--- src/rtl/vkp_pkg.sv ---
// ----------------------------------------------------------------------------
// vkp_pkg
// Types, byte codes and helper functions shared by the terminal key parser.
// ----------------------------------------------------------------------------
package vkp_pkg;

   // Top-level parse mode, one-hot.
   typedef enum logic [2:0] {
      MODE_PLAIN = 3'b001,
      MODE_ESC   = 3'b010,
      MODE_CSI   = 3'b100
   } parse_mode_type;

   // Field of an SGR mouse report that digits currently go to, one-hot.
   typedef enum logic [3:0] {
      PHASE_BUTTON = 4'b0001,
      PHASE_COL    = 4'b0010,
      PHASE_ROW    = 4'b0100,
      PHASE_STOP   = 4'b1000
   } mouse_phase_type;

   typedef enum logic [3:0] {
      KEY_ENTER     = 4'd0,
      KEY_BACKSPACE = 4'd1,
      KEY_TAB       = 4'd2,
      KEY_CTRL_C    = 4'd3,
      KEY_TEXT      = 4'd4,
      KEY_ESCAPE    = 4'd5,
      KEY_UP        = 4'd6,
      KEY_DOWN      = 4'd7,
      KEY_RIGHT     = 4'd8,
      KEY_LEFT      = 4'd9,
      KEY_HOME      = 4'd10,
      KEY_END       = 4'd11,
      KEY_DELETE    = 4'd12,
      KEY_MOUSE     = 4'd13
   } key_code_type;

   localparam logic [7:0] BYTE_ETX      = 8'h03;
   localparam logic [7:0] BYTE_BS       = 8'h08;
   localparam logic [7:0] BYTE_TAB      = 8'h09;
   localparam logic [7:0] BYTE_LF       = 8'h0A;
   localparam logic [7:0] BYTE_CR       = 8'h0D;
   localparam logic [7:0] BYTE_ESC      = 8'h1B;
   localparam logic [7:0] BYTE_SPACE    = 8'h20;
   localparam logic [7:0] BYTE_DIGIT_0  = 8'h30;
   localparam logic [7:0] BYTE_DIGIT_9  = 8'h39;
   localparam logic [7:0] BYTE_SEMI     = 8'h3B;
   localparam logic [7:0] BYTE_LT       = 8'h3C;
   localparam logic [7:0] BYTE_AT       = 8'h40;
   localparam logic [7:0] BYTE_UPPER_A  = 8'h41;
   localparam logic [7:0] BYTE_UPPER_B  = 8'h42;
   localparam logic [7:0] BYTE_UPPER_C  = 8'h43;
   localparam logic [7:0] BYTE_UPPER_D  = 8'h44;
   localparam logic [7:0] BYTE_UPPER_F  = 8'h46;
   localparam logic [7:0] BYTE_UPPER_H  = 8'h48;
   localparam logic [7:0] BYTE_UPPER_M  = 8'h4D;
   localparam logic [7:0] BYTE_LBRACKET = 8'h5B;
   localparam logic [7:0] BYTE_LOWER_M  = 8'h6D;
   localparam logic [7:0] BYTE_TILDE    = 8'h7E;
   localparam logic [7:0] BYTE_DEL      = 8'h7F;

   localparam logic [15:0] NUM_MAX = 16'hFFFF;

   // Incremental state of an open CSI sequence (the byte count lives apart,
   // since its width follows the capacity parameter).
   typedef struct packed {
      logic            starts_with_lt;
      logic [15:0]     tilde_number;
      logic            tilde_done;
      mouse_phase_type mouse_phase;
      logic [15:0]     acc_button;
      logic [15:0]     acc_col;
      logic [15:0]     acc_row;
   } csi_state_type;

   localparam csi_state_type CSI_CLEAR = '{
      starts_with_lt: 1'b0,
      tilde_number:   16'd0,
      tilde_done:     1'b0,
      mouse_phase:    PHASE_BUTTON,
      acc_button:     16'd0,
      acc_col:        16'd0,
      acc_row:        16'd0
   };

   typedef struct packed {
      key_code_type key_code;
      logic [7:0]   text_char;
      logic [15:0]  button_code;
      logic [15:0]  pointer_col;
      logic [15:0]  pointer_row;
      logic         is_release;
   } rsp_item_type;

   // acc * 10 + digit, saturating at the largest 16-bit value.
   function automatic logic [15:0] sat_digit(input logic [15:0] acc,
                                             input logic [3:0]  digit);
      logic [19:0] sum;
      sum = 20'({acc, 3'b000}) + 20'({acc, 1'b0}) + 20'(digit);
      return (sum > 20'(NUM_MAX)) ? NUM_MAX : sum[15:0];
   endfunction

endpackage

--- src/rtl/vkp_req_if.sv ---
// ----------------------------------------------------------------------------
// vkp_req_if
// Byte channel into the key parser: valid/ready handshake with one raw byte.
// ----------------------------------------------------------------------------
interface vkp_req_if;
   logic       valid;
   logic       ready;
   logic [7:0] byte_in;

   modport source (output valid, output byte_in, input ready);
   modport sink   (input valid, input byte_in, output ready);
endinterface

--- src/rtl/vkp_rsp_if.sv ---
// ----------------------------------------------------------------------------
// vkp_rsp_if
// Event channel out of the key parser: valid/ready handshake with one event.
// ----------------------------------------------------------------------------
interface vkp_rsp_if;
   logic        valid;
   logic        ready;
   logic [3:0]  key_code;
   logic [7:0]  text_char;
   logic [15:0] button_code;
   logic [15:0] pointer_col;
   logic [15:0] pointer_row;
   logic        is_release;

   modport source (output valid, output key_code, output text_char, output button_code,
                   output pointer_col, output pointer_row, output is_release,
                   input ready);
   modport sink   (input valid, input key_code, input text_char, input button_code,
                   input pointer_col, input pointer_row, input is_release,
                   output ready);
endinterface

--- src/rtl/vkp_step.sv ---
// ----------------------------------------------------------------------------
// vkp_step
// Next-state and event decode for one byte, given the current parser state.
// ----------------------------------------------------------------------------
module vkp_step #(
   parameter int CSI_CAPACITY = 32
) (
   input  logic [7:0]                     byte_in,
   input  vkp_pkg::parse_mode_type        mode,
   input  logic [$clog2(CSI_CAPACITY)-1:0] held,
   input  vkp_pkg::csi_state_type         csi,
   output vkp_pkg::parse_mode_type        mode_next,
   output logic [$clog2(CSI_CAPACITY)-1:0] held_next,
   output vkp_pkg::csi_state_type         csi_next,
   output logic                           emit,
   output vkp_pkg::rsp_item_type          item
);
   import vkp_pkg::*;

   localparam int HeldWidth = $clog2(CSI_CAPACITY);

   logic       is_digit;
   logic [3:0] digit_val;
   logic       is_final;
   logic       has_room;
   logic       lt_report;

   assign is_digit  = (byte_in >= BYTE_DIGIT_0) && (byte_in <= BYTE_DIGIT_9);
   assign digit_val = byte_in[3:0];
   assign is_final  = (byte_in >= BYTE_AT) && (byte_in <= BYTE_TILDE);
   assign has_room  = held < HeldWidth'(CSI_CAPACITY - 1);
   assign lt_report = csi.starts_with_lt && (held != '0);

   always_comb begin
      mode_next = mode;
      held_next = held;
      csi_next  = csi;
      emit      = 1'b0;
      item      = '{key_code: KEY_ENTER, text_char: 8'd0, button_code: 16'd0,
                    pointer_col: 16'd0, pointer_row: 16'd0, is_release: 1'b0};

      case (mode)
         MODE_PLAIN: begin
            if (byte_in == BYTE_ESC) begin
               mode_next = MODE_ESC;
            end else if (byte_in == BYTE_CR || byte_in == BYTE_LF) begin
               emit          = 1'b1;
               item.key_code = KEY_ENTER;
            end else if (byte_in == BYTE_BS || byte_in == BYTE_DEL) begin
               emit          = 1'b1;
               item.key_code = KEY_BACKSPACE;
            end else if (byte_in == BYTE_TAB) begin
               emit          = 1'b1;
               item.key_code = KEY_TAB;
            end else if (byte_in == BYTE_ETX) begin
               emit          = 1'b1;
               item.key_code = KEY_CTRL_C;
            end else if (byte_in >= BYTE_SPACE) begin
               emit           = 1'b1;
               item.key_code  = KEY_TEXT;
               item.text_char = byte_in;
            end
         end

         MODE_ESC: begin
            if (byte_in == BYTE_LBRACKET) begin
               mode_next = MODE_CSI;
               held_next = '0;
               csi_next  = CSI_CLEAR;
            end else begin
               mode_next     = MODE_PLAIN;
               emit          = 1'b1;
               item.key_code = KEY_ESCAPE;
            end
         end

         MODE_CSI: begin
            if (!has_room) begin
               // Sequence too long: drop it without an event.
               mode_next = MODE_PLAIN;
               held_next = '0;
            end else if (is_final) begin
               mode_next = MODE_PLAIN;
               held_next = '0;
               csi_next  = CSI_CLEAR;
               case (byte_in)
                  BYTE_UPPER_A: begin emit = 1'b1; item.key_code = KEY_UP;    end
                  BYTE_UPPER_B: begin emit = 1'b1; item.key_code = KEY_DOWN;  end
                  BYTE_UPPER_C: begin emit = 1'b1; item.key_code = KEY_RIGHT; end
                  BYTE_UPPER_D: begin emit = 1'b1; item.key_code = KEY_LEFT;  end
                  BYTE_UPPER_H: begin emit = 1'b1; item.key_code = KEY_HOME;  end
                  BYTE_UPPER_F: begin emit = 1'b1; item.key_code = KEY_END;   end
                  BYTE_TILDE: begin
                     if (csi.tilde_number == 16'd1 || csi.tilde_number == 16'd7) begin
                        emit          = 1'b1;
                        item.key_code = KEY_HOME;
                     end else if (csi.tilde_number == 16'd4 || csi.tilde_number == 16'd8) begin
                        emit          = 1'b1;
                        item.key_code = KEY_END;
                     end else if (csi.tilde_number == 16'd3) begin
                        emit          = 1'b1;
                        item.key_code = KEY_DELETE;
                     end
                  end
                  BYTE_UPPER_M, BYTE_LOWER_M: begin
                     if (lt_report) begin
                        emit             = 1'b1;
                        item.key_code    = KEY_MOUSE;
                        item.button_code = csi.acc_button;
                        item.pointer_col = csi.acc_col;
                        item.pointer_row = csi.acc_row;
                        item.is_release  = (byte_in == BYTE_LOWER_M);
                     end
                  end
                  default: begin
                     emit = 1'b0;
                  end
               endcase
            end else begin
               held_next = held + HeldWidth'(1);
               if (!csi.tilde_done) begin
                  if (is_digit) begin
                     csi_next.tilde_number = sat_digit(csi.tilde_number, digit_val);
                  end else begin
                     csi_next.tilde_done = 1'b1;
                  end
               end
               if (held == '0) begin
                  if (byte_in == BYTE_LT) begin
                     csi_next.starts_with_lt = 1'b1;
                  end
               end else if (csi.starts_with_lt && csi.mouse_phase != PHASE_STOP) begin
                  if (is_digit) begin
                     case (csi.mouse_phase)
                        PHASE_BUTTON: begin
                           csi_next.acc_button = sat_digit(csi.acc_button, digit_val);
                        end
                        PHASE_COL: begin
                           csi_next.acc_col = sat_digit(csi.acc_col, digit_val);
                        end
                        default: begin
                           csi_next.acc_row = sat_digit(csi.acc_row, digit_val);
                        end
                     endcase
                  end else if (byte_in == BYTE_SEMI) begin
                     case (csi.mouse_phase)
                        PHASE_BUTTON: csi_next.mouse_phase = PHASE_COL;
                        PHASE_COL:    csi_next.mouse_phase = PHASE_ROW;
                        default:      csi_next.mouse_phase = PHASE_STOP;
                     endcase
                  end else begin
                     csi_next.mouse_phase = PHASE_STOP;
                  end
               end
            end
         end

         default: begin
            mode_next = MODE_PLAIN;
         end
      endcase
   end

endmodule

--- src/rtl/vt100_input_key_parser_core.sv ---
// ----------------------------------------------------------------------------
// vt100_input_key_parser_core
// Decodes a raw terminal byte stream into key and SGR mouse events.
// ----------------------------------------------------------------------------
// The parser accepts one byte per clock cycle and produces at most one event
// per byte. A byte is captured in an input register and is
// decoded against the parser state once the result register is
// free or is being emptied; its event (if any) is then written to
// the result register, where it stays until the consumer takes it.
// The decode is a single short pass of compares and a saturating
// multiply-by-ten-and-add on 16-bit numbers, so the sustained rate is one byte
// per cycle; it drops only while the result register holds an event that the
// consumer does not take in that cycle. Bytes that give no event (ESC, the
// body of a CSI sequence, unknown control bytes) simply update the parser
// state. CSI_CAPACITY bounds the length of a CSI sequence: once
// CSI_CAPACITY-1 bytes of body have been taken, the next byte drops the
// sequence without an event. Decimal fields (the tilde code and the mouse
// button, column and row) saturate at 65535. There are no configuration
// registers and no startup sweep: the byte side is held not ready while reset
// is high and is ready in the first cycle after reset.
// ----------------------------------------------------------------------------
module vt100_input_key_parser_core #(
   parameter int CSI_CAPACITY = 32
) (
   input logic       clock,
   input logic       reset,
   vkp_req_if.sink   req_bus,
   vkp_rsp_if.source rsp_bus
);
   import vkp_pkg::*;

   localparam int HeldWidth = $clog2(CSI_CAPACITY);

   // Input register.
   logic       in_valid_ff, in_valid_in;
   logic [7:0] in_byte_ff;

   // Parser state.
   parse_mode_type         mode_ff, mode_in;
   logic [HeldWidth-1:0]   held_ff, held_in;
   csi_state_type          csi_ff, csi_in;

   // Result register.
   logic         rsp_valid_ff, rsp_valid_in;
   rsp_item_type rsp_item_ff, rsp_item_in;

   logic         step_emit;
   logic         advance;

   // The buffered byte moves on whenever the result register is free or is
   // being emptied in this cycle; the input register refills in the same edge.
   // No byte is taken while reset is high, since it would be lost.
   assign advance       = in_valid_ff && (!rsp_valid_ff || rsp_bus.ready);
   assign req_bus.ready = !reset && (!in_valid_ff || advance);
   assign in_valid_in   = req_bus.valid || (in_valid_ff && !advance);

   vkp_step #(
      .CSI_CAPACITY (CSI_CAPACITY)
   ) u_step (
      .byte_in   (in_byte_ff),
      .mode      (mode_ff),
      .held      (held_ff),
      .csi       (csi_ff),
      .mode_next (mode_in),
      .held_next (held_in),
      .csi_next  (csi_in),
      .emit      (step_emit),
      .item      (rsp_item_in)
   );

   assign rsp_valid_in = advance ? step_emit : (rsp_valid_ff && !rsp_bus.ready);

   always_ff @(posedge clock) begin
      if (reset) begin
         in_valid_ff  <= 1'b0;
         rsp_valid_ff <= 1'b0;
         mode_ff      <= MODE_PLAIN;
         held_ff      <= '0;
         csi_ff       <= CSI_CLEAR;
      end else begin
         in_valid_ff  <= in_valid_in;
         rsp_valid_ff <= rsp_valid_in;
         if (advance) begin
            mode_ff <= mode_in;
            held_ff <= held_in;
            csi_ff  <= csi_in;
         end
      end
   end

   // Payload registers carry no reset; their valid flags guard them.
   always_ff @(posedge clock) begin
      if (req_bus.ready) begin
         in_byte_ff <= req_bus.byte_in;
      end
      if (advance && step_emit) begin
         rsp_item_ff <= rsp_item_in;
      end
   end

   assign rsp_bus.valid       = rsp_valid_ff;
   assign rsp_bus.key_code    = rsp_item_ff.key_code;
   assign rsp_bus.text_char   = rsp_item_ff.text_char;
   assign rsp_bus.button_code = rsp_item_ff.button_code;
   assign rsp_bus.pointer_col = rsp_item_ff.pointer_col;
   assign rsp_bus.pointer_row = rsp_item_ff.pointer_row;
   assign rsp_bus.is_release  = rsp_item_ff.is_release;

   // A nonzero byte count only exists inside an open CSI sequence.
   assert property (@(posedge clock) disable iff (reset)
      (held_ff != '0) |-> (mode_ff == MODE_CSI))
      else $error("CSI byte count nonzero outside a CSI sequence");

   // ESC mode lasts exactly one decoded byte.
   assert property (@(posedge clock) disable iff (reset)
      (advance && mode_ff == MODE_ESC) |=> (mode_ff != MODE_ESC))
      else $error("parser stayed in ESC mode after decoding a byte");

   // A buffered byte that cannot move on must stay put.
   assert property (@(posedge clock) disable iff (reset)
      (in_valid_ff && !advance) |=> (in_valid_ff && $stable(in_byte_ff)))
      else $error("stalled input byte was lost or changed");

   // Only text events carry a character, only mouse events carry coordinates.
   assert property (@(posedge clock) disable iff (reset)
      rsp_valid_ff |->
         ((rsp_item_ff.key_code == KEY_TEXT || rsp_item_ff.text_char == 8'd0) &&
          (rsp_item_ff.key_code == KEY_MOUSE ||
           (rsp_item_ff.button_code == 16'd0 && rsp_item_ff.pointer_col == 16'd0 &&
            rsp_item_ff.pointer_row == 16'd0 && !rsp_item_ff.is_release))))
      else $error("event carries fields that do not belong to its key code");

endmodule
--- src/flat_wrapper.sv ---
// flat-port wrapper written by rule: the top's interface ports become plain ports
module vt100_input_key_parser_core_flat import vkp_pkg::*;
#(
   parameter int CSI_CAPACITY = 32
)
  (clock, reset, req_bus_valid, req_bus_byte_in, req_bus_ready, rsp_bus_valid, rsp_bus_key_code, rsp_bus_text_char, rsp_bus_button_code, rsp_bus_pointer_col, rsp_bus_pointer_row, rsp_bus_is_release, rsp_bus_ready);
  vkp_req_if req_bus_i ();
  vkp_rsp_if rsp_bus_i ();
  input logic clock;
  input logic reset;
  input wire logic [$bits(req_bus_i.valid)-1:0] req_bus_valid;
  input wire logic [$bits(req_bus_i.byte_in)-1:0] req_bus_byte_in;
  output wire logic [$bits(req_bus_i.ready)-1:0] req_bus_ready;
  output wire logic [$bits(rsp_bus_i.valid)-1:0] rsp_bus_valid;
  output wire logic [$bits(rsp_bus_i.key_code)-1:0] rsp_bus_key_code;
  output wire logic [$bits(rsp_bus_i.text_char)-1:0] rsp_bus_text_char;
  output wire logic [$bits(rsp_bus_i.button_code)-1:0] rsp_bus_button_code;
  output wire logic [$bits(rsp_bus_i.pointer_col)-1:0] rsp_bus_pointer_col;
  output wire logic [$bits(rsp_bus_i.pointer_row)-1:0] rsp_bus_pointer_row;
  output wire logic [$bits(rsp_bus_i.is_release)-1:0] rsp_bus_is_release;
  input wire logic [$bits(rsp_bus_i.ready)-1:0] rsp_bus_ready;
  assign req_bus_i.valid = req_bus_valid;
  assign req_bus_i.byte_in = req_bus_byte_in;
  assign req_bus_ready = req_bus_i.ready;
  assign rsp_bus_valid = rsp_bus_i.valid;
  assign rsp_bus_key_code = rsp_bus_i.key_code;
  assign rsp_bus_text_char = rsp_bus_i.text_char;
  assign rsp_bus_button_code = rsp_bus_i.button_code;
  assign rsp_bus_pointer_col = rsp_bus_i.pointer_col;
  assign rsp_bus_pointer_row = rsp_bus_i.pointer_row;
  assign rsp_bus_is_release = rsp_bus_i.is_release;
  assign rsp_bus_i.ready = rsp_bus_ready;
  vt100_input_key_parser_core #(.CSI_CAPACITY(CSI_CAPACITY)) u_core (.clock(clock), .reset(reset), .req_bus(req_bus_i), .rsp_bus(rsp_bus_i));
endmodule
--- config.mk ---
export PLATFORM = sky130hd
export DESIGN_NAME = vt100_input_key_parser_core_flat
export DESIGN_NICKNAME = d
export VERILOG_FILES = /design/src/rtl/vkp_pkg.sv /design/src/rtl/vkp_req_if.sv /design/src/rtl/vkp_rsp_if.sv /design/src/rtl/vkp_step.sv /design/src/rtl/vt100_input_key_parser_core.sv /design/src/flat_wrapper.sv
export SDC_FILE = /design/constraint.sdc
export NUM_CORES = 1
export LEC_CHECK = 0
export ABC_AREA = 1
export BUFFER_PORTS_ARGS = -buffer_cell sky130_fd_sc_hd__buf_2
export CAP_MARGIN = 20
export CORE_MARGIN = 4
export CORE_UTILIZATION = 40
export DETAILED_ROUTE_END_ITERATION = 10
export MAX_ROUTING_LAYER = met4
export SLEW_MARGIN = 0
export SYNTH_ARGS = -nofsm -noshare
export SYNTH_HDL_FRONTEND = slang
export SYNTH_SLANG_ARGS = --single-unit
--- constraint.sdc ---
create_clock -name clock -period 5.4 [get_ports clock]
set_input_delay 0.54 -clock clock [delete_from_list [all_inputs] [get_ports clock]]
set_output_delay 0.54 -clock clock [all_outputs]
set_load 0.03 [all_outputs]
# [After elaboration in Yosys (flattened, before gate mapping)]
# Cells that the tools add are included.
[word_totals] elab_cells=187 in_bits=12 register_bits=149 out_inout_bits=63
[classes] eq_ne=44 n_reduce_logical=38 n_addsub=9 order_cmp=10 mux=66 n_bitwise=2
[op_table] op="$mux 70" count=3
[op_table] op="$pmux 70 s2" count=1
[op_table] op="$mux 16" count=8
[op_table] op="$mux 52" count=2
[op_table] op="$eq 8x7->1 const B" count=11
[op_table] op="$add 19x17->20" count=4
[op_table] op="$add 20x4->20" count=4
[op_table] op="$gt 20x16->1 const B" count=4
[op_table] op="$mux 48" count=1
[op_table] op="$mux 4" count=9
[op_table] op="$eq 16x3->1 const B" count=2
[op_table] op="$eq 8x4->1 const B" count=4
[op_table] op="$mux 8" count=4
[op_table] op="$pmux 4 s8" count=1
[op_table] op="$ne 3x3->1 const B" count=9
[op_table] op="$mux 3" count=8
[op_table] op="$reduce_and 8->1" count=3
[op_table] op="$mux 1" count=17
[op_table] op="$mux 17" count=1
[op_table] op="$eq 16x1->1 const B" count=1
[op_table] op="$eq 16x2->1 const B" count=1
[op_table] op="$eq 16x4->1 const B" count=1
[op_table] op="$eq 8x6->1 const B" count=2
[op_table] op="$ge 8x6->1 const B" count=2
[op_table] op="other kinds (38)" count=66

# [Logic depth before layout (Yosys ltp)]
# Gate-level depths: netlist of run 1.
[logic_depth] ltp_word=11 ltp_mapped=16 ltp_nobuf=15

# [Cells and area by module]
# Synthesis of run 1 repeated with hierarchy kept, for this count alone.
[hier_totals] hier_cells=2227 area_unflattened_um2=14103.5
[modules_own_cells] module="vkp_step" cells_each=1635 seq_area_each_um2=0.0 n_inst=1 area_each_um2=8446.9
[modules_own_cells] module="vt100_input_key_parser_core" cells_each=592 seq_area_each_um2=3673.5 n_inst=1 area_each_um2=5656.7

# [Least setup slack after synthesis of run 1]
# Ideal clock, no wire load.
[synth_timing] path_kind="reg-to-reg" startpoint="register u_core.in_byte_ff[7]" endpoint="register u_core.rsp_item_ff, in the netlist u_core.rsp_bus.button_code[0] (enable)" stages_incl_launch_ff=12 required_ns=4.985 path_slack_ns=2.259 n_path_buf=0 synth_period_minus_slack_ns=3.141 arrival_ns=2.726 setup_ns=0.415 cell_sequence="edfxtp_1 -> inv_1 -> nand2_1 -> nor3_1 -> nand3_1 -> nand3_1 -> nor2_1 -> nor2_1 -> nand2_1 -> nand2_1 -> nand2_1 -> inv_1"
[synth_between] elab_chain_cells=9 elab_cells_between_ends=37 cone_classes="order compare (3); eq/ne (17); mux (11); reduce/logical (6)"
[synth_lines] item="start, declared" line="vt100_input_key_parser_core.sv:36" text="logic [7:0] in_byte_ff;"
[synth_lines] item="start signal, assigned" line="vt100_input_key_parser_core.sv:94" text="in_byte_ff <= req_bus.byte_in;"
[synth_lines] item="$ge 8x6->1" line="vkp_step.sv:58" text="end else if (byte_in >= BYTE_SPACE) begin"
[synth_lines] item="$mux 1" line="vkp_step.sv:58"
[synth_lines] item="$mux 1" line="vkp_step.sv:55" text="end else if (byte_in == BYTE_ETX) begin"
[synth_lines] item="$mux 1" line="vkp_step.sv:52" text="end else if (byte_in == BYTE_TAB) begin"
[synth_lines] item="$mux 1" line="vkp_step.sv:49" text="end else if (byte_in == BYTE_BS || byte_in == BYTE_DEL) begin"
[synth_lines] item="$mux 1" line="vkp_step.sv:46" text="end else if (byte_in == BYTE_CR || byte_in == BYTE_LF) begin"
[synth_lines] item="$mux 1" line="vkp_step.sv:44" text="if (byte_in == BYTE_ESC) begin"
[synth_lines] item="$pmux 1 s3 (*)" line="vkp_step.sv:42" text="case (mode)"
[synth_lines] item="$logic_and 1x1->1 (*)" line="vt100_input_key_parser_core.sv:96" text="if (advance && step_emit) begin"
[synth_lines] item="end signal, assigned" line="vt100_input_key_parser_core.sv:97" text="rsp_item_ff <= rsp_item_in;"
[synth_lines] item="end, declared" line="vt100_input_key_parser_core.sv:45" text="rsp_item_type rsp_item_ff, rsp_item_in;"
# Every way passes the cells marked *; elsewhere a longest branch is shown, timed or not.
# A chain may end at the register's enable or synchronous reset.

# [Final worst setup path of run 1]
[layout_timing] startpoint="register u_core.in_byte_ff[3]" endpoint="register u_core.csi_ff[12] in the netlist's numbering"
[layout_between] elab_chain_cells=10 elab_cells_between_ends=23 cone_classes="add/sub (1); order compare (5); eq/ne (6); mux (8); reduce/logical (3)"
[layout_lines] item="$add 20x4->20" line="vkp_pkg.sv:100" text="sum = 20'({acc, 3'b000}) + 20'({acc, 1'b0}) + 20'(digit);"
[layout_lines] item="$gt 20x16->1" line="vkp_pkg.sv:101" text="return (sum > 20'(NUM_MAX)) ? NUM_MAX : sum[15:0];"
[layout_lines] item="$mux 16" line="vkp_pkg.sv:101"
[layout_lines] item="$mux 16" line="vkp_step.sv:134" text="case (csi.mouse_phase)"
[layout_lines] item="$mux 48" line="vkp_step.sv:133" text="if (is_digit) begin"
[layout_lines] item="$mux 52" line="vkp_step.sv:132" text="end else if (csi.starts_with_lt && csi.mouse_phase != PHASE_STOP) begin"
[layout_lines] item="$mux 52" line="vkp_step.sv:128" text="if (held == '0) begin"
[layout_lines] item="$mux 70" line="vkp_step.sv:82" text="end else if (is_final) begin"
[layout_lines] item="$mux 70" line="vkp_step.sv:78" text="if (!has_room) begin"
[layout_lines] item="$pmux 70 s2" line="vkp_step.sv:42"
[layout_lines] item="end signal, assigned" line="vt100_input_key_parser_core.sv:86" text="csi_ff <= csi_in;"
[layout_lines] item="end, declared" line="vt100_input_key_parser_core.sv:41" text="csi_state_type csi_ff, csi_in;"
# Parallel ways exist; a longest one is shown, timed or not. The select of a mux whose other input is x is not followed.

==> results of run 1 <==
metal layers:
metal / track usage / routed length, um / vias up
met4: 0.04997 / 361 / 0
met1: 0.2425 / 13470 / 4626
met5: - / 0 / -
li1: - / - / 5375
met3: 0.02094 / 832 / 24
met2: 0.3040 / 12810 / 153
cells in the mapped netlist (2+ instances only):
library cell	count	share of area
nor4_1	2	0.0011
nand2_1	521	0.17
o21bai_1	4	0.0026
a21oi_2	10	0.0077
edfxtp_1	69	0.18
nor3b_1	2	0.0013
a21oi_1	118	0.052
nand4_1	6	0.0033
dfxtp_1	80	0.14
nor3_1	18	0.0079
nor2_2	4	0.0022
ha_1	126	0.14
xor2_1	4	0.0031
or2_2	4	0.0022
buf_6	2	0.0020
o21ai_0	23	0.010
inv_1	233	0.077
and2_1	5	0.0027
nand4_4	2	0.0037
o211ai_1	3	0.0020
nor3_2	2	0.0018
clkbuf_1	15	0.0049
a31oi_1	3	0.0017
buf_2	12	0.0053
nand3b_1	7	0.0046
nor2_1	153	0.050
xnor2_1	34	0.026
inv_2	7	0.0023
a211oi_1	2	0.0013
nor2_4	4	0.0040
nand3_1	129	0.057
fa_1	8	0.014
logic make-up (layout without fill, tap and decap cells):
| logic type | Yosys count | count (layout) |
|---|---|---|
| fa+ha+maj | 134 | 134 |
| simple gates | 864 | 864 |
| buf+inv | 270 | 358 |
| flops | 149 | 149 |
| xor+xnor | 38 | 38 |
| compound gates | 168 | 168 |
layout by cell type (no fill, tap or decap), drive strengths merged, types with 25 or more instances in the layout:
cell type  count
nand2        522
inv          246
nor2         162
nand3        130
a21oi        128
ha           126
buf           86
dfxtp         80
edfxtp        69
xnor2         34
o21ai         25
stage by stage:
step	setup slack [ps]	total power [uW]	cell area [sq um]	util
after floorplan	2259	1344	11370	-
after global placement	1632	1393	12100	0.4332
after detailed placement	1619	1393	12100	0.4332
after CTS	1610	2564	12680	0.4540
after global routing	1394	2631	12750	0.4565
final	1653	2530	12750	0.4565
state kept, by name (all words and copies together) (netlist names):
name and flops:
u_core.csi_ff 70, u_core.rsp_bus.button_code 16, u_core.rsp_bus.pointer_col 16, u_core.rsp_bus.pointer_row 16, u_core.in_byte_ff 8, u_core.rsp_bus.text_char 8, u_core.held_ff 5, u_core.rsp_bus.key_code 4
u_core.mode_ff 3, u_core.in_valid_ff 1, u_core.rsp_bus.is_release 1, u_core.rsp_bus.valid 1
power by group:
group	internal [uW]	total, uW	switching (uW)	leakage (uW)
registers	1210	1220	14.6	0.00130
clock network	664	1160	501	0.000287
logic	34.1	143	109	0.00479
total	1910	2530	624	0.00638
worst min-delay path by stage:
stage                             startpoint                   end  slack, ps  cells after the start
final                     req_bus_byte_in[1]  u_core.in_byte_ff[1]        290                      1
after global routing      req_bus_byte_in[1]  u_core.in_byte_ff[1]        270                      1
after CTS                 req_bus_byte_in[1]  u_core.in_byte_ff[1]        270                      1
after detailed placement   u_core.csi_ff[69]     u_core.csi_ff[69]        460                      2
after global placement     u_core.csi_ff[69]     u_core.csi_ff[69]        450                      2
after floorplan            u_core.csi_ff[69]     u_core.csi_ff[69]        440                      2
critical path, stage by stage, from the launching register on:
cell	delay, ps
edfxtp_1	690
fa_1	560
fa_1	500
nand3_1	110
nand3_1	120
nand2_1	90
nand2_1	110
nand2_1	110
nand2_1	50
nand2_1	50
nand2_1	50
nor2_1	810
nand3_1	160
nand2_1	130
a21oi_2	50
final cells by class:
class,count,area [sq um]
fillers,2912,15180
multi-input cells,1204,6654
flip-flops and latches,149,3674
inverters,240,900.9
clock buffers,21,493.0
well taps,378,473.0
repair buffers,86,471.7
clock inverters,11,86.33
==> reports/results.ini, run 1 <==
[detailed_routing]
vias = 10178
dr.pass1.iters = 5
final_antenna_net_count = 0
remaining_drc_errors = 0
via_per_inst = 4.872
wl_per_cell_um = 13.15
wirelength_um = 27470
drt-initial-drc-count = 606

[finish]
stdcell_count = 2089
nets = 1844
syn_to_final_growth_pct = 12.11
drive_gt1_frac = 0.09293
antenna_cells = 0

[cts]
cts_hold_buf = 0
clock_sinks = 149
clock_path_buffers = 2
cts-buffers-inserted = 17
insertion_delay_ps = 420
ctsResizeCount = 0
cts_htree_levels = 4
cts_setup_buffers = 0
clkTransAtPathRegs_ps = 70
cts_tree = yes
clock-root-buffer = clkbuf_16

[synthesis]
synth-main-ff-cell = dfxtp_1
synth_fa_ha_area_frac = 0.1527
async_flop_share = 0
synth_simple_gate_area_frac = 0.3197
synth_fp_nets = 1769
seq_area_frac_synth = 0.3230
synthCells = 1623
yosys-mux-area-fraction = 0
synth.avg_cell_area_sq_um = 7.008
synth-compound-area-share = 0.08338
synth_edf_count = 69
yosysWarnings = 0
synthDistinctLibCells = 43
synth_top_family_by_area = simple AND/OR/NAND/NOR gates
synth_seq_cells = 149
synth-xor-area-share = 0.02926
syn_area_sq_um = 11370

[timing]
finClkSkew_ps = 11.86
setup_viol = 0
rsz0062_at_grt = false
tns_ps = 0
tightest_slew_ps = 1075
whs_ps = 292.0
min_period_over_period = 0.6939
slew_viol_final = 0
hold_viol_final = 0
finalCriticalPeriod_ps = 3747
max_freq_mhz = 266.9
slew_headroom = 0.2806

[worst_setup_path]
r2r_start = u_core.in_byte_ff[3]
cp-startpoint = u_core.in_byte_ff[3]
crit_end = u_core.csi_ff[12]
cp-end-kind = flop
start_kind = flop
timing.rr.end = u_core.csi_ff[12]
worstPathRequired_ps = 5680
rrSetupSlack_ps = 1650
r2r_cells = 14
crit_path_max_fanout = 16
crit_arrival_ps = 4020
crit_type = reg -> reg

[min_path]
hp-class = in -> reg

[power]
ir_worst_vdd_mv = 0.1877
p_leak_uw = 0.006381
p_per_area_nw_per_um2 = 198.4

[placement]
portBuffers = 74
hpwlAfterDp_um = 20820
post-place-cells = 2049
gp_congestion = 0.8886

[run]
maxCapViolCount = 0

[grt]
grt_pass1_vias = 9702
overflow = 0
grt_usage = 0.1844
grt_first_pass_wirelength_um = 46550
antenna_found_initial = 0
grt_max_degree = 70

[floorplan]
core_sq_um = 27930
ios = 75
die_area_sq_um = 31200
die_h_um = 176.6
die_w_um = 176.6
start_util = 0.4072
fp-row-count = 61

[status]
outcome = completed

No activity file was read; power rests on OpenSTA's default activity.
==> inputs of run 2 (changes only) <==
==> constraint.sdc (replaced) <==
create_clock -name clock -period 3.1 [get_ports clock]
set_input_delay 0.31 -clock clock [delete_from_list [all_inputs] [get_ports clock]]
set_output_delay 0.31 -clock clock [all_outputs]
set_load 0.03 [all_outputs]
==> run 2 against run 1 <==
Cell area rose by 1.7%; critical endpoint is now u_core.csi_ff[42]; worst hold slack got worse by 240 ps; combinational power grew 91%; clock power rose by 79%; global-route usage rose by 0.14 points; clock skew increased by 3.9 ps; die area stayed put; sequential share of layout area decreased by 0.48 points; flip-flop and latch count is the same.
==> reports/results.ini, run 2 (synthesis gave the netlist of run 1 again) <==
[grt]
use_met1 = 0.2513
busiest_layer = met2
use_met2 = 0.3011
grt_usage = 0.1859
grt_pass1_vias = 9767
grt_first_pass_wirelength_um = 46870
grtUsageMet3 = 0.02115
antenna_found_initial = 0
overflow = 0
grt_max_degree = 70

[worst_setup_path]
crit_family = adder cells
cp_slowest_stage_delay_ps = 380
cp_slowest_cell = fa_2
crit_arrival_ps = 3160
cp_cell_sequence = buf_4 > buf_4 > ha_1 > ha_1 > fa_2 > nand2_1 > nand2_1 > nand3_1 > nand2_1 > nand2_1 > nand2_1 > nand2_1 > nand2_1 > nor2_1 > buf_6 > nand3_1 > nand2_1 > a21oi_1
worstPathRequired_ps = 3370
crit_top_cell = nand2_1
r2r_start = u_core.in_byte_ff[2]
cp-end-kind = flop
crit_path_max_fanout = 16
rrSetupSlack_ps = 210
r2r_cells = 18
cp-startpoint = u_core.in_byte_ff[2]
timing.rr.end = u_core.csi_ff[42]
start_kind = flop
cp.buffers_inverters = 3
crit_type = reg -> reg

[finish]
nets = 1861
top_register = u_core.csi_ff
syn_to_final_growth_pct = 14.01
drive_gt1_frac = 0.1053
layout.cells.most_common = nand2_1
antenna_cells = 0
stdcell_count = 2106
final_cell_mix = nand2_1 (521), inv_1 (232), nor2_1 (152)
largest_register_ffs = 70

[floorplan]
die_w_um = 176.6
start_util = 0.4072
die_h_um = 176.6
ios = 75
fp-row-count = 61
core_sq_um = 27930
die_area_sq_um = 31200

[power]
ir_worst_vdd_mv = 0.2914
p_leak_uw = 0.006484
p_per_area_nw_per_um2 = 345.3

[placement]
hpwlAfterDp_um = 21050
portBuffers = 74
gp_congestion = 0.9091
post-place-cells = 2070

[timing]
rsz0062_at_grt = false
setup_viol = 0
tns_ps = 0
finClkSkew_ps = 15.77
max_freq_mhz = 345.8
tightest_slew_ps = 873.3
finalCriticalPeriod_ps = 2892
slew_viol_final = 0
hold_viol_final = 0
slew_headroom = 0.4178
min_period_over_period = 0.9329

[cts]
clkTransAtPathRegs_ps = 70
insertion_delay_ps = 430
clock-root-buffer = clkbuf_16
cts-buffers-inserted = 17
cts_hold_buf = 0
cts_tree = yes
cts_htree_levels = 4
clock_path_buffers = 2
clock_sinks = 149

[detailed_routing]
wl_per_cell_um = 13.23
final_antenna_net_count = 0
remaining_drc_errors = 0
via_per_inst = 4.862
dr.pass1.iters = 5
vias = 10239
drt-initial-drc-count = 771
wirelength_um = 27860

[min_path]
hold_depth = 1
hp-class = in -> reg
hp-start = req_bus_byte_in[3]
hold_end = u_core.in_byte_ff[3]

[status]
outcome = completed

[run]
maxCapViolCount = 0

-- run 2: per-stage QoR --
stage               hold slack (ps)  instance area, sq um  setup WS (ps)  total power (uW)    util
detailed placement            456.6                 12290          48.15              2440  0.4399
CTS                           40.40                 12890          33.24              4528  0.4615
finish                        56.91                 12970          207.9              4478  0.4643
floorplan                     408.9                 11380          147.9              2341       -
global route                  41.89                 12970          16.29              4638  0.4643
global placement              453.1                 12290          98.58              2438  0.4399
-- run 2: routing by layer --
layer  vias to the layer above  part of all wire
met1                      4655              0.48
met2                       160              0.47
met4                         0             0.011
met3                        22             0.033
li1                       5402                 -
met5                         -                 0
-- run 2: how the worst max path moves through the flow --
stage                     depth (start not counted)                end
after floorplan                                  15  u_core.csi_ff[21]
after detailed placement                         16  u_core.csi_ff[13]
after CTS                                        16   u_core.csi_ff[5]
after global routing                             16  u_core.csi_ff[24]
after global placement                           16  u_core.csi_ff[13]
final                                            18  u_core.csi_ff[42]
-- run 2: final cells by class --
| type | count | area (sq um) |
|---|---|---|
| clock buffers | 24 | 546.8 |
| clock inverters | 8 | 56.30 |
| fillers | 2873 | 14970 |
| inverters | 240 | 904.6 |
| multi-input cells | 1204 | 6679 |
| flip-flops and latches | 149 | 3674 |
| well taps | 378 | 473.0 |
| repair buffers | 103 | 635.6 |
-- run 2: report_power, final --
group	internal, uW	switching, uW
registers	2100	20.3
logic	71.6	202
clock network	1240	838
-- run 2: repair_timing --
item	in CTS	in global routing
setup endpoints to repair	0	54
gates resized for setup	0	16
setup buffers	0	3
-- run 2: worst reg2reg max path, delay by kind of cell (launching register included) --
| family | cells | cell delay (ps) |
|---|---|---|
| compound gates | 1 | 60 |
| buf+inv | 3 | 530 |
| fa+ha+maj | 3 | 900 |
| simple gates | 11 | 870 |
| flops | 1 | 360 |
==> inputs of run 3 (changes only) <==
--- a/config.mk
+++ b/config.mk
@@ -8,11 +8,14 @@
 export ABC_AREA = 1
 export BUFFER_PORTS_ARGS = -buffer_cell sky130_fd_sc_hd__buf_2
 export CAP_MARGIN = 20
+export CELL_PAD_IN_SITES_DETAIL_PLACEMENT = 1
+export CELL_PAD_IN_SITES_GLOBAL_PLACEMENT = 1
 export CORE_MARGIN = 4
 export CORE_UTILIZATION = 40
 export DETAILED_ROUTE_END_ITERATION = 10
-export MAX_ROUTING_LAYER = met4
+export PLACE_DENSITY_LB_ADDON = 0.1
 export SLEW_MARGIN = 0
 export SYNTH_ARGS = -nofsm -noshare
 export SYNTH_HDL_FRONTEND = slang
+export SYNTH_HIERARCHICAL = 1
 export SYNTH_SLANG_ARGS = --single-unit
==> run 3 against run 2 <==
The flow now finishes with violations (setup timing); first-iteration DRC count grew 2.3%; largest power group unchanged; via count grew 49%; maximum frequency shrank 14%; synthesized cell count grew 37%; worst setup slack lost 460 ps; area after synthesis grew 24%; sequential share of layout area shrank 6.8 points; flip-flop and latch count is the same; global-route usage grew 7.6 points; combinational power grew to 6.7 times the previous value.
==> reports/results.ini, run 3 <==
[power]
p_clk_frac = 0.343
p_sw_uw = 2233
ir_worst_vdd_mv = 0.3994
p_per_area_nw_per_um2 = 364.9
internal_power_uw = 4000
p_total_uw = 6232
combPwrFrac = 0.291
p_leak_uw = 0.008946
power_frac_seq = 0.366
switching_share = 0.3583

[finish]
drive_gt1_frac = 0.1777
multi_input_area_sq_um = 9283
seqCellArea_sq_um = 3677
design_area_sq_um = 17080
final_cell_mix = nand2_1 (620), inv_1 (295), a21oi_1 (214)
syn_to_final_growth_pct = 21.10
largest_register_ffs = 70
top_register = u_core/csi_ff
layout.cells.most_common = nand2_1
num-fill-cells = 4621
nets = 2513
antenna_cells = 0

[synthesis]
synth_seq_cells = 149
synth.avg_cell_area_sq_um = 6.333
ys_top_cells_by_area = nand2_1 (18%), edfxtp_1 (15%), dfxtp_1 (11%), ha_1 (11%), inv_1 (8.0%)
synth-main-ff-cell = dfxtp_1
synth.top_cell.area_share = 0.1765
synth.most_common_cell = nand2_1
synth_edf_count = 69
synth_fp_nets = 2373
syn_area_sq_um = 14100
yosysWarnings = 6
async_flop_share = 0
synthDistinctLibCells = 44
synth_top_cell_by_area = nand2_1
synthCells = 2227
ys_top_cells_by_count = nand2_1 (663), inv_1 (300), a21oi_1 (220), nand3_1 (195), nor2_1 (194)
seq_area_frac_synth = 0.2605

[cts]
insertion_delay_ps = 450
clkTransAtPathRegs_ps = 70
clock_sinks = 149
clock_path_buffers = 2
cts_htree_levels = 4
cts_tree = yes
cts-buffers-inserted = 17
clock-root-buffer = clkbuf_16

[timing]
max_freq_mhz = 298.0
fin_ws_ps = -255.2
setup_viol = 63
hold_viol_final = 0
min_period_over_period = 1.082
rsz0062_at_grt = true
finalCriticalPeriod_ps = 3355
slew_headroom = 0.2784
slew_viol_final = 0
tightest_slew_ps = 1082
finClkSkew_ps = 11.84

[worst_setup_path]
crit_path_max_fanout = 8
worstPathRequired_ps = 3440
crit_type = reg -> reg
crit_arrival_ps = 3700
cp-end-kind = flop
start_kind = flop

[floorplan]
fp-row-count = 68
die_area_sq_um = 38330
core_sq_um = 34630
start_util = 0.4073
die_w_um = 195.8
die_h_um = 195.8
ios = 75

[detailed_routing]
wirelength_um = 51590
dr.pass1.iters = 5
drt-initial-drc-count = 789
wl_per_cell_um = 18.20
via_per_inst = 5.398
final_antenna_net_count = 0
vias = 15302
remaining_drc_errors = 0

[grt]
overflow = 0
antenna_found_initial = 0
grt_pass1_vias = 15928
grt_usage = 0.2624
grt_first_pass_wirelength_um = 82460
grt_max_degree = 127

[placement]
hpwlAfterDp_um = 35100
place_area_sq_um = 15460
place_ws_ps = -274.0
gp_congestion = 0.8930
portBuffers = 74

[status]
outcome = complete, but fails checks
violations = setup timing

[min_path]
hp-class = in -> reg

[run]
maxCapViolCount = 0

## run 3: changes by cell type in the layout (fill, tap and decap cells not counted), moves of 14 or more
cell and change:
a21oi_1 +96, buf_4 +92, inv_1 +63, nand2_1 +99
nand2_2 +41, nand3_1 +15, nand3_2 +49, nand4_1 +14
nor2_1 +35, nor3_1 +45, o21ai_0 +26, o21ai_1 +14
xnor2_1 -23, xor2_1 +19
## run 3: area by class of cell
class                      count  share of cell area
inverter                     318             0.07018
tap                          455             0.03333
clock inverter                15            0.009377
clock buffer                  17             0.02491
multi-input combinational   1662              0.5435
sequential                   149              0.2153
timing repair buffer         219              0.1034
## run 3: layer usage
metal | vias to the layer above | track usage | routed length, um
met5 | - | 0 | 0
met1 | 7497 | 0.3321 | 23190
met3 | 79 | 0.02645 | 1328
li1 | 7469 | - | -
met4 | 0 | 0.07939 | 1243
met2 | 257 | 0.4713 | 25830
## run 3: logic make-up after synthesis
kind of cell	count (synthesis)	synth area share
AO/OA/AOI/OAI	327	0.1236
XOR/XNOR	34	0.02111
adder cells (fa/ha/maj)	134	0.1231
buffers and inverters	416	0.1255
flip-flops	149	0.2605
AND/OR/NAND/NOR	1167	0.3462
## run 3: power groups by stage
stage | sequential (uW) | clock (uW) | combinational, uW
finish | 2280 | 2140 | 1820
global route | 2290 | 2270 | 2010
CTS | 2280 | 2190 | 1780
detailed placement | 2320 | 0 | 1560
global placement | 2320 | 0 | 1520
floorplan | 2330 | 0 | 1040
## run 3: worst paths after layout
check / slack (ps) / cells after the start / startpoint / to
worst max-delay path: -260 / 26 / u_core/in_byte_ff[3] / u_core/csi_ff[29]
worst min-delay path: 40 / 1 / req_bus_byte_in[5] / u_core/in_byte_ff[5]
worst max register to register: -260 / 26 / u_core/in_byte_ff[3] / u_core/csi_ff[29]
worst min register to register: 540 / 2 / u_core/csi_ff[51] / u_core/csi_ff[51]
## run 3: per-stage QoR
step	hold slack, ps	util	cells	TNS, ps
floorplan	379.1	-	2227	0
global placement	487.0	0.4464	2761	-6860
detailed placement	488.0	0.4464	2761	-12180
CTS	12.01	0.4877	2830	-7653
global route	21.31	0.4932	2835	-22330
finish	36.83	0.4932	2835	-9204
## run 3: repair_timing
action / CTS / global route
endpoints found under the setup margin: 64 / 64
cloned: 6 / 1
hold endpoints to repair: 1 / 0
hold buffers: 1 / 0
pin swaps: 78 / 71
setup buffers: 32 / 6
gates resized for setup: 128 / 49
## run 3: critical path: stages (launching register included)
cell,delay (ps)
edfxtp_1,370
buf_4,130
buf_6,120
inv_4,40
fa_1,550
inv_2,50
fa_2,350
nand3_2,90
nand2_4,80
a21oi_4,170
inv_2,60
nand2_2,60
nand2_1,50
nand2_1,70
nand2_2,60
nor2_4,160
buf_6,120
buf_12,120
nand3_1,80
nand2_1,70
nand2_1,50
nand2_1,80
nand2_1,60
inv_1,50
nand3_1,70
nand2_1,90
nor2_1,50
